**src/rtl/frsn_pkg.sv**
```systemverilog
`default_nettype none

package frsn_pkg;

    localparam int LENGTH_BITS_DEF = 24;
    localparam int RECORD_BITS_DEF = 16;

    // fixed widths of the result fields on the port
    localparam int REC_OUT_W = 16;
    localparam int LEN_OUT_W = 24;

    localparam int OQ_DEPTH   = 8;
    localparam int MAX_RESULT = 3;

    typedef enum logic [1:0] {
        KIND_BASE = 2'd0,
        KIND_END  = 2'd1,
        KIND_DONE = 2'd2,
        KIND_ERR  = 2'd3
    } kind_t;

    typedef enum logic [1:0] {
        PH_START = 2'd0,
        PH_SEQ   = 2'd1,
        PH_SKIP  = 2'd2
    } phase_t;

    localparam logic [2:0] ERR_BAD_SYMBOL  = 3'd0;
    localparam logic [2:0] ERR_HEADER_ONLY = 3'd1;
    localparam logic [2:0] ERR_NO_SEQ      = 3'd2;
    localparam logic [2:0] ERR_NO_IDENT    = 3'd3;
    localparam logic [2:0] ERR_OVERFLOW    = 3'd4;

    localparam logic [2:0] BASE_A = 3'd0;
    localparam logic [2:0] BASE_C = 3'd1;
    localparam logic [2:0] BASE_G = 3'd2;
    localparam logic [2:0] BASE_U = 3'd3;
    localparam logic [2:0] BASE_N = 3'd4;

    localparam logic [7:0] CH_NL     = 8'h0A;
    localparam logic [7:0] CH_SPACE  = 8'h20;
    localparam logic [7:0] CH_TAB    = 8'h09;
    localparam logic [7:0] CH_CR     = 8'h0D;
    localparam logic [7:0] CH_HEADER = 8'h3E;
    localparam logic [7:0] CH_COMMENT = 8'h3B;
    localparam logic [7:0] CH_LOW_A  = 8'h61;
    localparam logic [7:0] CH_LOW_Z  = 8'h7A;
    localparam logic [7:0] CASE_DIFF = 8'h20;

    typedef struct packed {
        phase_t phase;
        logic   header_open;
        logic   err;
    } ctl_t;

    typedef struct packed {
        kind_t          kind;
        logic [2:0]     base_code;
        logic [REC_OUT_W-1:0] record_number;
        logic [LEN_OUT_W-1:0] record_length;
        logic           had_header;
        logic [2:0]     err_code;
        logic           last;
    } res_t;

    // bit 3 set means the byte is rejected
    function automatic logic [3:0] base_of(input logic [7:0] b);
        logic [7:0] u;
        logic [3:0] code;
        u = b;
        if (b >= CH_LOW_A && b <= CH_LOW_Z)
        begin
            u = b - CASE_DIFF;
        end
        unique case (u)
            "A": code = {1'b0, BASE_A};
            "C": code = {1'b0, BASE_C};
            "G": code = {1'b0, BASE_G};
            "T", "U": code = {1'b0, BASE_U};
            "R", "Y", "S", "W", "K", "M", "B", "D", "H", "V", "N":
                code = {1'b0, BASE_N};
            default: code = 4'b1000;
        endcase
        return code;
    endfunction

endpackage

`default_nettype wire

```
**src/rtl/frsn_step.sv**
```systemverilog
`default_nettype none

module frsn_step
    import frsn_pkg::*;
#(
    parameter int LENGTH_BITS = LENGTH_BITS_DEF,
    parameter int RECORD_BITS = RECORD_BITS_DEF
)
(
    input  wire logic [7:0]             byte_in,
    input  wire logic                   eos,
    input  wire ctl_t                   ctl,
    input  wire logic [LENGTH_BITS-1:0] base_count,
    input  wire logic [RECORD_BITS-1:0] records_done,
    output ctl_t                        ctl_next,
    output logic [LENGTH_BITS-1:0]      base_count_next,
    output logic [RECORD_BITS-1:0]      records_done_next,
    output res_t                        res [MAX_RESULT],
    output logic [1:0]                  res_n
);

    localparam logic [LENGTH_BITS-1:0] LEN_MAX = {LENGTH_BITS{1'b1}};
    localparam logic [RECORD_BITS-1:0] REC_MAX = {RECORD_BITS{1'b1}};

    logic                   ws;
    logic [3:0]             code;

    always_comb
    begin
        ws   = (byte_in == CH_SPACE) || (byte_in >= CH_TAB && byte_in <= CH_CR);
        code = base_of(byte_in);
    end

    // results append in order; a byte closes at most one record
    always_comb
    begin
        phase_t                 ph;
        logic                   ho;
        logic                   er;
        logic [LENGTH_BITS-1:0] bc;
        logic [RECORD_BITS-1:0] rd;
        logic [1:0]             n;
        logic                   take;

        ph   = ctl.phase;
        ho   = ctl.header_open;
        er   = ctl.err;
        bc   = base_count;
        rd   = records_done;
        n    = 2'd0;
        take = 1'b0;
        for (int i = 0; i < MAX_RESULT; i++)
        begin
            res[i] = '0;
        end

        if (!er)
        begin
            if (byte_in == CH_NL)
            begin
                ph = PH_START;
            end
            else
            begin
                unique case (ph)
                    PH_START:
                    begin
                        if (!ws)
                        begin
                            if (byte_in == CH_HEADER)
                            begin
                                // header closes the record before it
                                if (bc == '0)
                                begin
                                    if (ho)
                                    begin
                                        er = 1'b1;
                                        res[n] = '{KIND_ERR, 3'd0,
                                                   REC_OUT_W'(rd + 1'b1),
                                                   LEN_OUT_W'(bc), ho,
                                                   ERR_HEADER_ONLY, 1'b0};
                                        n = n + 2'd1;
                                    end
                                end
                                else
                                begin
                                    res[n] = '{KIND_END, 3'd0, REC_OUT_W'(rd + 1'b1),
                                               LEN_OUT_W'(bc), ho, 3'd0, 1'b0};
                                    n  = n + 2'd1;
                                    rd = rd + 1'b1;
                                    bc = '0;
                                end
                                ho = 1'b1;
                                ph = PH_SKIP;
                            end
                            else if (byte_in == CH_COMMENT)
                            begin
                                ph = PH_SKIP;
                            end
                            else
                            begin
                                ph   = PH_SEQ;
                                take = 1'b1;
                            end
                        end
                    end
                    PH_SEQ:
                    begin
                        take = !ws;
                    end
                    PH_SKIP:
                    begin
                        take = 1'b0;
                    end
                    default:
                    begin
                        ph = PH_START;
                    end
                endcase
            end

            if (take)
            begin
                if (code[3])
                begin
                    er = 1'b1;
                    res[n] = '{KIND_ERR, 3'd0, REC_OUT_W'(rd + 1'b1), LEN_OUT_W'(bc),
                               ho, ERR_BAD_SYMBOL, 1'b0};
                    n = n + 2'd1;
                end
                else if (bc == LEN_MAX || rd == REC_MAX)
                begin
                    er = 1'b1;
                    res[n] = '{KIND_ERR, 3'd0, REC_OUT_W'(rd + 1'b1), LEN_OUT_W'(bc),
                               ho, ERR_OVERFLOW, 1'b0};
                    n = n + 2'd1;
                end
                else
                begin
                    bc = bc + 1'b1;
                    res[n] = '{KIND_BASE, code[2:0], REC_OUT_W'(rd + 1'b1),
                               LEN_OUT_W'(0), ho, 3'd0, 1'b0};
                    n = n + 2'd1;
                end
            end

            if (!er && eos)
            begin
                if (bc == '0)
                begin
                    if (ho)
                    begin
                        er = 1'b1;
                        res[n] = '{KIND_ERR, 3'd0, REC_OUT_W'(rd + 1'b1), LEN_OUT_W'(bc),
                                   ho, ERR_HEADER_ONLY, 1'b0};
                        n = n + 2'd1;
                    end
                end
                else
                begin
                    res[n] = '{KIND_END, 3'd0, REC_OUT_W'(rd + 1'b1), LEN_OUT_W'(bc),
                               ho, 3'd0, 1'b0};
                    n  = n + 2'd1;
                    rd = rd + 1'b1;
                    bc = '0;
                end

                if (!er)
                begin
                    if (rd == '0)
                    begin
                        er = 1'b1;
                        res[n] = '{KIND_ERR, 3'd0, REC_OUT_W'(rd + 1'b1), LEN_OUT_W'(bc),
                                   ho, ERR_NO_SEQ, 1'b0};
                        n = n + 2'd1;
                    end
                    else
                    begin
                        res[n] = '{KIND_DONE, 3'd0, REC_OUT_W'(rd), LEN_OUT_W'(0),
                                   1'b0, 3'd0, 1'b0};
                        n  = n + 2'd1;
                        // stream done: back to reset for the next stream
                        ph = PH_START;
                        ho = 1'b0;
                        bc = '0;
                        rd = '0;
                    end
                end
            end

            if (n != 2'd0)
            begin
                res[n - 2'd1].last = 1'b1;
            end
        end

        ctl_next          = '{ph, ho, er};
        base_count_next   = bc;
        records_done_next = rd;
        res_n             = n;
    end

endmodule

`default_nettype wire

```
**src/rtl/frsn_outq.sv**
```systemverilog
`default_nettype none

module frsn_outq
    import frsn_pkg::*;
(
    input  wire logic clk,
    input  wire logic rst_n,
    input  wire logic [1:0] push_n,
    input  wire res_t push_data [MAX_RESULT],
    input  wire logic pop,
    output res_t      head,
    output logic      not_empty,
    output logic      room
);

    localparam int PTR_W = $clog2(OQ_DEPTH);
    localparam int CNT_W = $clog2(OQ_DEPTH + 1);

    res_t             mem [OQ_DEPTH];
    logic [PTR_W-1:0] wr_ptr_reg;
    logic [PTR_W-1:0] wr_ptr_next;
    logic [PTR_W-1:0] rd_ptr_reg;
    logic [PTR_W-1:0] rd_ptr_next;
    logic [CNT_W-1:0] count_reg;
    logic [CNT_W-1:0] count_next;
    logic             do_pop;

    always_comb
    begin
        do_pop      = pop && (count_reg != '0);
        wr_ptr_next = wr_ptr_reg + PTR_W'(push_n);
        rd_ptr_next = rd_ptr_reg + PTR_W'(do_pop);
        count_next  = count_reg + CNT_W'(push_n) - CNT_W'(do_pop);
        head        = mem[rd_ptr_reg];
        not_empty   = (count_reg != '0);
        // room for the worst case of one byte
        room        = (count_reg <= CNT_W'(OQ_DEPTH - MAX_RESULT));
    end

    always_ff @(posedge clk)
    begin
        for (int i = 0; i < MAX_RESULT; i++)
        begin
            if (i < int'(push_n))
            begin
                mem[wr_ptr_reg + PTR_W'(i)] <= push_data[i];
            end
        end
    end

    always_ff @(posedge clk or negedge rst_n)
    begin
        if (!rst_n)
        begin
            wr_ptr_reg <= '0;
            rd_ptr_reg <= '0;
            count_reg  <= '0;
        end
        else
        begin
            wr_ptr_reg <= wr_ptr_next;
            rd_ptr_reg <= rd_ptr_next;
            count_reg  <= count_next;
        end
    end

    overflow_chk: assert property (@(posedge clk) disable iff (!rst_n)
        count_reg <= CNT_W'(OQ_DEPTH))
        else $error("output queue over capacity");

    push_room_chk: assert property (@(posedge clk) disable iff (!rst_n)
        (push_n != 2'd0) |-> (count_reg <= CNT_W'(OQ_DEPTH - MAX_RESULT)))
        else $error("push without room for a full byte");

    pop_order_chk: assert property (@(posedge clk) disable iff (!rst_n)
        (do_pop && push_n == 2'd0) |=> (count_reg == $past(count_reg) - 1'b1))
        else $error("pop did not drain one entry");

endmodule

`default_nettype wire

```
**src/rtl/fasta_rna_stream_normalizer.sv**
```systemverilog
`default_nettype none

// channel   dir  handshake          payload
// s_*       in   tvalid/tready      tdata: data_byte, tlast: end_of_stream
// m_*       out  tvalid/tready      tdata: result fields, tuser: kind, tlast: last
// cfg_*     in   cfg_valid/ready    cfg_data: fallback_name_empty
//
// a byte is held in the input register, then its 0..3 results enter an 8-entry output
// queue that drives m_*; one byte per cycle while the queue holds at most 5 results;
// results leave one per cycle while m_tready is high; rst_n clears line state,
// counters, error flag and the queue; cfg_ready is always high
// after an error no results come until reset, end_of_stream included

module fasta_rna_stream_normalizer
    import frsn_pkg::*;
#(
    parameter int LENGTH_BITS = LENGTH_BITS_DEF,
    parameter int RECORD_BITS = RECORD_BITS_DEF
)
(
    input  wire logic        clk,
    input  wire logic        rst_n,

    input  wire logic        s_tvalid,
    output logic             s_tready,
    input  wire logic [7:0]  s_tdata,   // [7:0] data_byte
    input  wire logic        s_tlast,   // end_of_stream

    output logic             m_tvalid,
    input  wire logic        m_tready,
    // [2:0] base_code, [18:3] record_number, [42:19] record_length,
    // [43] had_header, [46:44] err_code, [47] zero
    output logic [47:0]      m_tdata,
    output logic [1:0]       m_tuser,   // [1:0] kind
    output logic             m_tlast,   // last

    input  wire logic        cfg_valid,
    output logic             cfg_ready,
    input  wire logic        cfg_data   // fallback_name_empty
);

    logic                   in_vld_reg;
    logic [7:0]             byte_reg;
    logic                   eos_reg;

    ctl_t                   ctl_reg;
    ctl_t                   ctl_next;
    logic [LENGTH_BITS-1:0] base_count_reg;
    logic [LENGTH_BITS-1:0] base_count_next;
    logic [RECORD_BITS-1:0] records_done_reg;
    logic [RECORD_BITS-1:0] records_done_next;
    logic                   fallback_reg;

    res_t                   step_res [MAX_RESULT];
    logic [1:0]             step_n;
    logic [1:0]             push_n;
    logic                   room;
    logic                   adv;
    res_t                   head;

    frsn_step #(
        .LENGTH_BITS (LENGTH_BITS),
        .RECORD_BITS (RECORD_BITS)
    ) u_step (
        .byte_in           (byte_reg),
        .eos               (eos_reg),
        .ctl               (ctl_reg),
        .base_count        (base_count_reg),
        .records_done      (records_done_reg),
        .ctl_next          (ctl_next),
        .base_count_next   (base_count_next),
        .records_done_next (records_done_next),
        .res               (step_res),
        .res_n             (step_n)
    );

    frsn_outq u_outq (
        .clk       (clk),
        .rst_n     (rst_n),
        .push_n    (push_n),
        .push_data (step_res),
        .pop       (m_tready),
        .head      (head),
        .not_empty (m_tvalid),
        .room      (room)
    );

    always_comb
    begin
        adv       = in_vld_reg && room;
        push_n    = adv ? step_n : 2'd0;
        s_tready  = !in_vld_reg || room;
        cfg_ready = 1'b1;
        m_tdata   = {1'b0, head.err_code, head.had_header, head.record_length,
                     head.record_number, head.base_code};
        m_tuser   = head.kind;
        m_tlast   = head.last;
    end

    always_ff @(posedge clk)
    begin
        if (s_tvalid && s_tready)
        begin
            byte_reg <= s_tdata;
            eos_reg  <= s_tlast;
        end
    end

    always_ff @(posedge clk or negedge rst_n)
    begin
        if (!rst_n)
        begin
            in_vld_reg       <= 1'b0;
            ctl_reg          <= '{PH_START, 1'b0, 1'b0};
            base_count_reg   <= '0;
            records_done_reg <= '0;
            fallback_reg     <= 1'b0;
        end
        else
        begin
            if (s_tready)
            begin
                in_vld_reg <= s_tvalid;
            end
            if (adv)
            begin
                ctl_reg          <= ctl_next;
                base_count_reg   <= base_count_next;
                records_done_reg <= records_done_next;
            end
            if (cfg_valid && cfg_ready)
            begin
                fallback_reg <= cfg_data;
            end
        end
    end

    // the step never emits ERR_NO_IDENT, so the identifier check never fires
    no_ident_chk: assert property (@(posedge clk) disable iff (!rst_n)
        (m_tvalid && m_tuser == KIND_ERR) |-> (m_tdata[46:44] != ERR_NO_IDENT
            || fallback_reg))
        else $error("identifier error emitted");

    err_quiet_chk: assert property (@(posedge clk) disable iff (!rst_n)
        ctl_reg.err |-> (push_n == 2'd0))
        else $error("results after a latched error");

    done_clear_chk: assert property (@(posedge clk) disable iff (!rst_n)
        (adv && step_n != 2'd0 && step_res[step_n - 2'd1].kind == KIND_DONE)
            |=> (records_done_reg == '0 && base_count_reg == '0))
        else $error("counters not cleared after stream done");

    stall_hold_chk: assert property (@(posedge clk) disable iff (!rst_n)
        (in_vld_reg && !room) |=> (in_vld_reg && $stable(byte_reg) && $stable(eos_reg)))
        else $error("held byte lost while queue full");

endmodule

`default_nettype wire
```
**config.mk**
```make
export PLATFORM = sky130hd
export DESIGN_NAME = fasta_rna_stream_normalizer
export DESIGN_NICKNAME = d
export VERILOG_FILES = /design/src/rtl/frsn_pkg.sv /design/src/rtl/frsn_step.sv /design/src/rtl/frsn_outq.sv /design/src/rtl/fasta_rna_stream_normalizer.sv
export SDC_FILE = /design/constraint.sdc
export NUM_CORES = 1
export LEC_CHECK = 0
export BUFFER_PORTS_ARGS = -buffer_cell sky130_fd_sc_hd__buf_2
export CORE_ASPECT_RATIO = 1.4
export CORE_MARGIN = 8
export CORE_UTILIZATION = 45
export CTS_CLUSTER_DIAMETER = 150
export DETAILED_ROUTE_END_ITERATION = 6
export GPL_ROUTABILITY_DRIVEN = 0
export HOLD_SLACK_MARGIN = 0.05
export PLACE_DENSITY = 0.61
export SYNTH_ARGS = -nofsm -noshare
export SYNTH_HDL_FRONTEND = slang
export SYNTH_SLANG_ARGS = --single-unit
```
**constraint.sdc**
```tcl
create_clock -name clk -period 14.9 [get_ports clk]
set_clock_uncertainty 0.05 [all_clocks]
set_input_delay 0.745 -clock clk [delete_from_list [all_inputs] [get_ports clk]]
set_output_delay 0.745 -clock clk [all_outputs]
set_load 0.005 [all_outputs]
```
==> results.md <==
- Critical path class: reg2reg
- Clock buffer depth: 3
- Type of the worst min-delay path: in2async
- Max VDD drop: 0.0839 mV
- Setup violations, final: 0
- Grt total ovfl: 0
- Initial DRC Count: 3,805
- Synthesized instance count: 2,595
- Final Max Tran Viols: 0
- Initial Util: 45.2%
- Mean Syn Cell Area: 10.9 um2
- Synth cell types: 116
- Via count: 24,469
- Worst EP required: 15.05 ns
- Setup crit start kind: flip-flop
- Critical Path Sink Type: flip-flop
- CTS tree: built
- Pwr/cell area: 121 mW/mm2
- Post-DP HPWL: 67,800 um
- Resize count post-CTS: 0
- Min cycle time layout: 11.62 ns
- Post-Route WL: 107,000 um
- Register area share after synthesis: 48.2%
- Die ar.: 0.0714 mm2
- Hold Buf Count CTS: 0
- Routed vias/inst: 7.13
- Final hold violation count: 0
- H-Tree Depth: 2
- GRT Util Overall: 28.7%
- Port bufs: 64
- WL/cell: 31.1 um
- Clock transition at the registers of the reported paths: 0.06 ns
- Fmax: 86.0 MHz
- CTS root buffer: clkbuf_16
- Ant. Diodes: 0
- Post-route setup TNS: 0 ns
- Layout cells sized above 1: 18.0%
- Worst slew margin: 9.57%
- First-pass GRT wire length: 155,000 um
- DR DRC count: 0
- Slew @ Worst Pin: 1.35 ns
- Ports: 69
- Pin count of the biggest net entering global routing: 72
- Clock latency on the worst-skew pair: 0.59 ns
- Post-synth EDFFs: 409
- Setup Fix Bufs, Post-CTS: 0
- Most frequent cells in the layout: nand2_1 (423), edfxtp_1 (409), o22ai_1 (155), nor2_1 (143), o221ai_1 (118)
- Rows: 109
- Final Cycle Share: 78.0%
- Clock sink total: 464
- Layout area overhead: 9.10%
- Core Util, Final: 49.3%
- # nets final: 2,606
- Synthesized cell area: 0.0283 mm2
- Initial antenna violation count: 2
- Most common cell after layout, fill and taps aside: nand2_1
- Die X: 228 um
- Num CTS Buffers: 45
- Die Ht: 313 um
- Max cap viols: 0
- RSZ-0062 raised after global routing: false
- Status: finished, final reports clean
- Syn_nets: 2,634
- Critical path fanouts, max: 27
- Synth async-reset ratio: 11.9%
- Warnings from Yosys: 0
- Vias in the first global route: 23,658
- Core ar.: 0.0627 mm2
- Worst path arrival time: 11.78 ns
- Leak: 10.1 nW
- Count of TritonRoute iterations in the first routing pass: 6
- Max reg flops: 400
- Top_reg_cell synth: edfxtp_1
- FF+latch count, synth: 464
- Final ANT Viol Nets: 0
layout make-up:
cell class | count | area, um2
Tap cell | 832 | 1040
Clock inverter | 19 | 159
Clock buffer | 63 | 1250
Sequential cell | 464 | 13700
Multi-Input combinational cell | 1875 | 13800
Timing Repair Buffer | 141 | 898
Fill cell | 5628 | 31800
Inverter | 40 | 150
report_power, final:
group	internal, mW	total [mW]	switching [mW]
combinational	0.472	1.05	0.580
clock	0.624	1.13	0.504
sequential	1.43	1.55	0.126
routing by layer:
metal | share of wire [%] | vias to the layer above | GRT usage, %
met2 | 46 | 1978 | 46.1
met3 | 12 | 508 | 5.51
met5 | 0 | - | 0
met1 | 36 | 11877 | 35.9
met4 | 6.6 | 0 | 16.7
li1 | - | 10106 | -
cells by family after synthesis:
family          share of synthesized area [%]
buf+inv                                  3.90
simple gates                             13.9
other cells                            0.0265
compound gates                           19.5
fa+ha+maj                                1.11
mux                                      10.3
flops                                    48.2
xor+xnor                                 3.02
through the flow:
stage / cell area [um2] / hold slack [ns] / cells / total power, mW / setup slack [ns]
detailed placement: 29500 / 0.482 / 3352 / 2.63 / 4.06
floorplan: 28300 / 0.399 / 2595 / 2.25 / 4.26
global placement: 29500 / 0.472 / 3352 / 2.62 / 4.24
CTS: 30900 / 0.282 / 3434 / 3.74 / 4.04
finish: 30900 / 0.261 / 3434 / 3.73 / 3.28
global route: 30900 / 0.286 / 3434 / 3.85 / 2.85
worst max-delay path: stages (launching register included):
cell and delay (ns):
edfxtp_1 0.62, nor4b_2 0.34, nand4_2 0.67, a21oi_2 0.31, buf_4 0.35, mux2i_1 0.53
inv_1 0.10, ha_1 0.31, o211a_1 0.26, and3_4 0.27, nor4_1 0.31, mux2i_1 1.03
nand2_1 0.44, or4_1 0.51, buf_4 0.25, o21ai_0 0.99, o21ai_0 0.30, inv_1 0.13
ha_1 0.24, o41a_1 0.18, a211oi_2 0.49, nor2_1 0.32, inv_1 0.24, nor2_1 0.21
o21ai_4 1.08, buf_4 0.63
Yosys cell counts, drive strengths merged, types with 10 or more instances:
cell type | count | area [um2]
or2 | 20 | 125
o21ai | 147 | 747
and3 | 18 | 118
o221ai | 118 | 1030
a21o | 10 | 75.1
a22oi | 13 | 97.6
o22ai | 155 | 970
nand2b | 17 | 106
o31ai | 27 | 208
nor4 | 23 | 220
a211oi | 11 | 103
inv | 39 | 146
xnor2 | 56 | 505
dfrtp | 55 | 1380
mux2i | 10 | 100
ha | 22 | 275
mux4 | 100 | 2250
edfxtp | 409 | 12300
nor3 | 35 | 190
a21oi | 62 | 329
a31oi | 24 | 165
or3 | 14 | 87.6
nand2 | 425 | 1600
mux2 | 50 | 563
o211ai | 41 | 318
and2 | 11 | 68.8
nand4 | 27 | 203
nand3 | 64 | 325
o2bb2ai | 21 | 184
clkbuf | 120 | 452
buf | 96 | 504
nor2 | 153 | 587
xor2 | 39 | 349
a2111oi | 13 | 270
path summary, 6_finish.rpt:
path	from	to	slack [ns]	cells past startpoint
hold / removal	rst_n	u_outq.count_reg[3]	0.26	2
setup reg to reg	byte_reg[2]	u_outq.mem[7][38]	3.28	25
max in group asynchronous	rst_n	u_outq.rd_ptr_reg[1]	13.98	2
min in group clk	s_tdata[0]	byte_reg[0]	0.30	1
setup / recovery	byte_reg[2]	u_outq.mem[7][38]	3.28	25
hold reg to reg	in_vld_reg	in_vld_reg	0.49	2
Note: power is estimated with default switching activity, not from simulation.
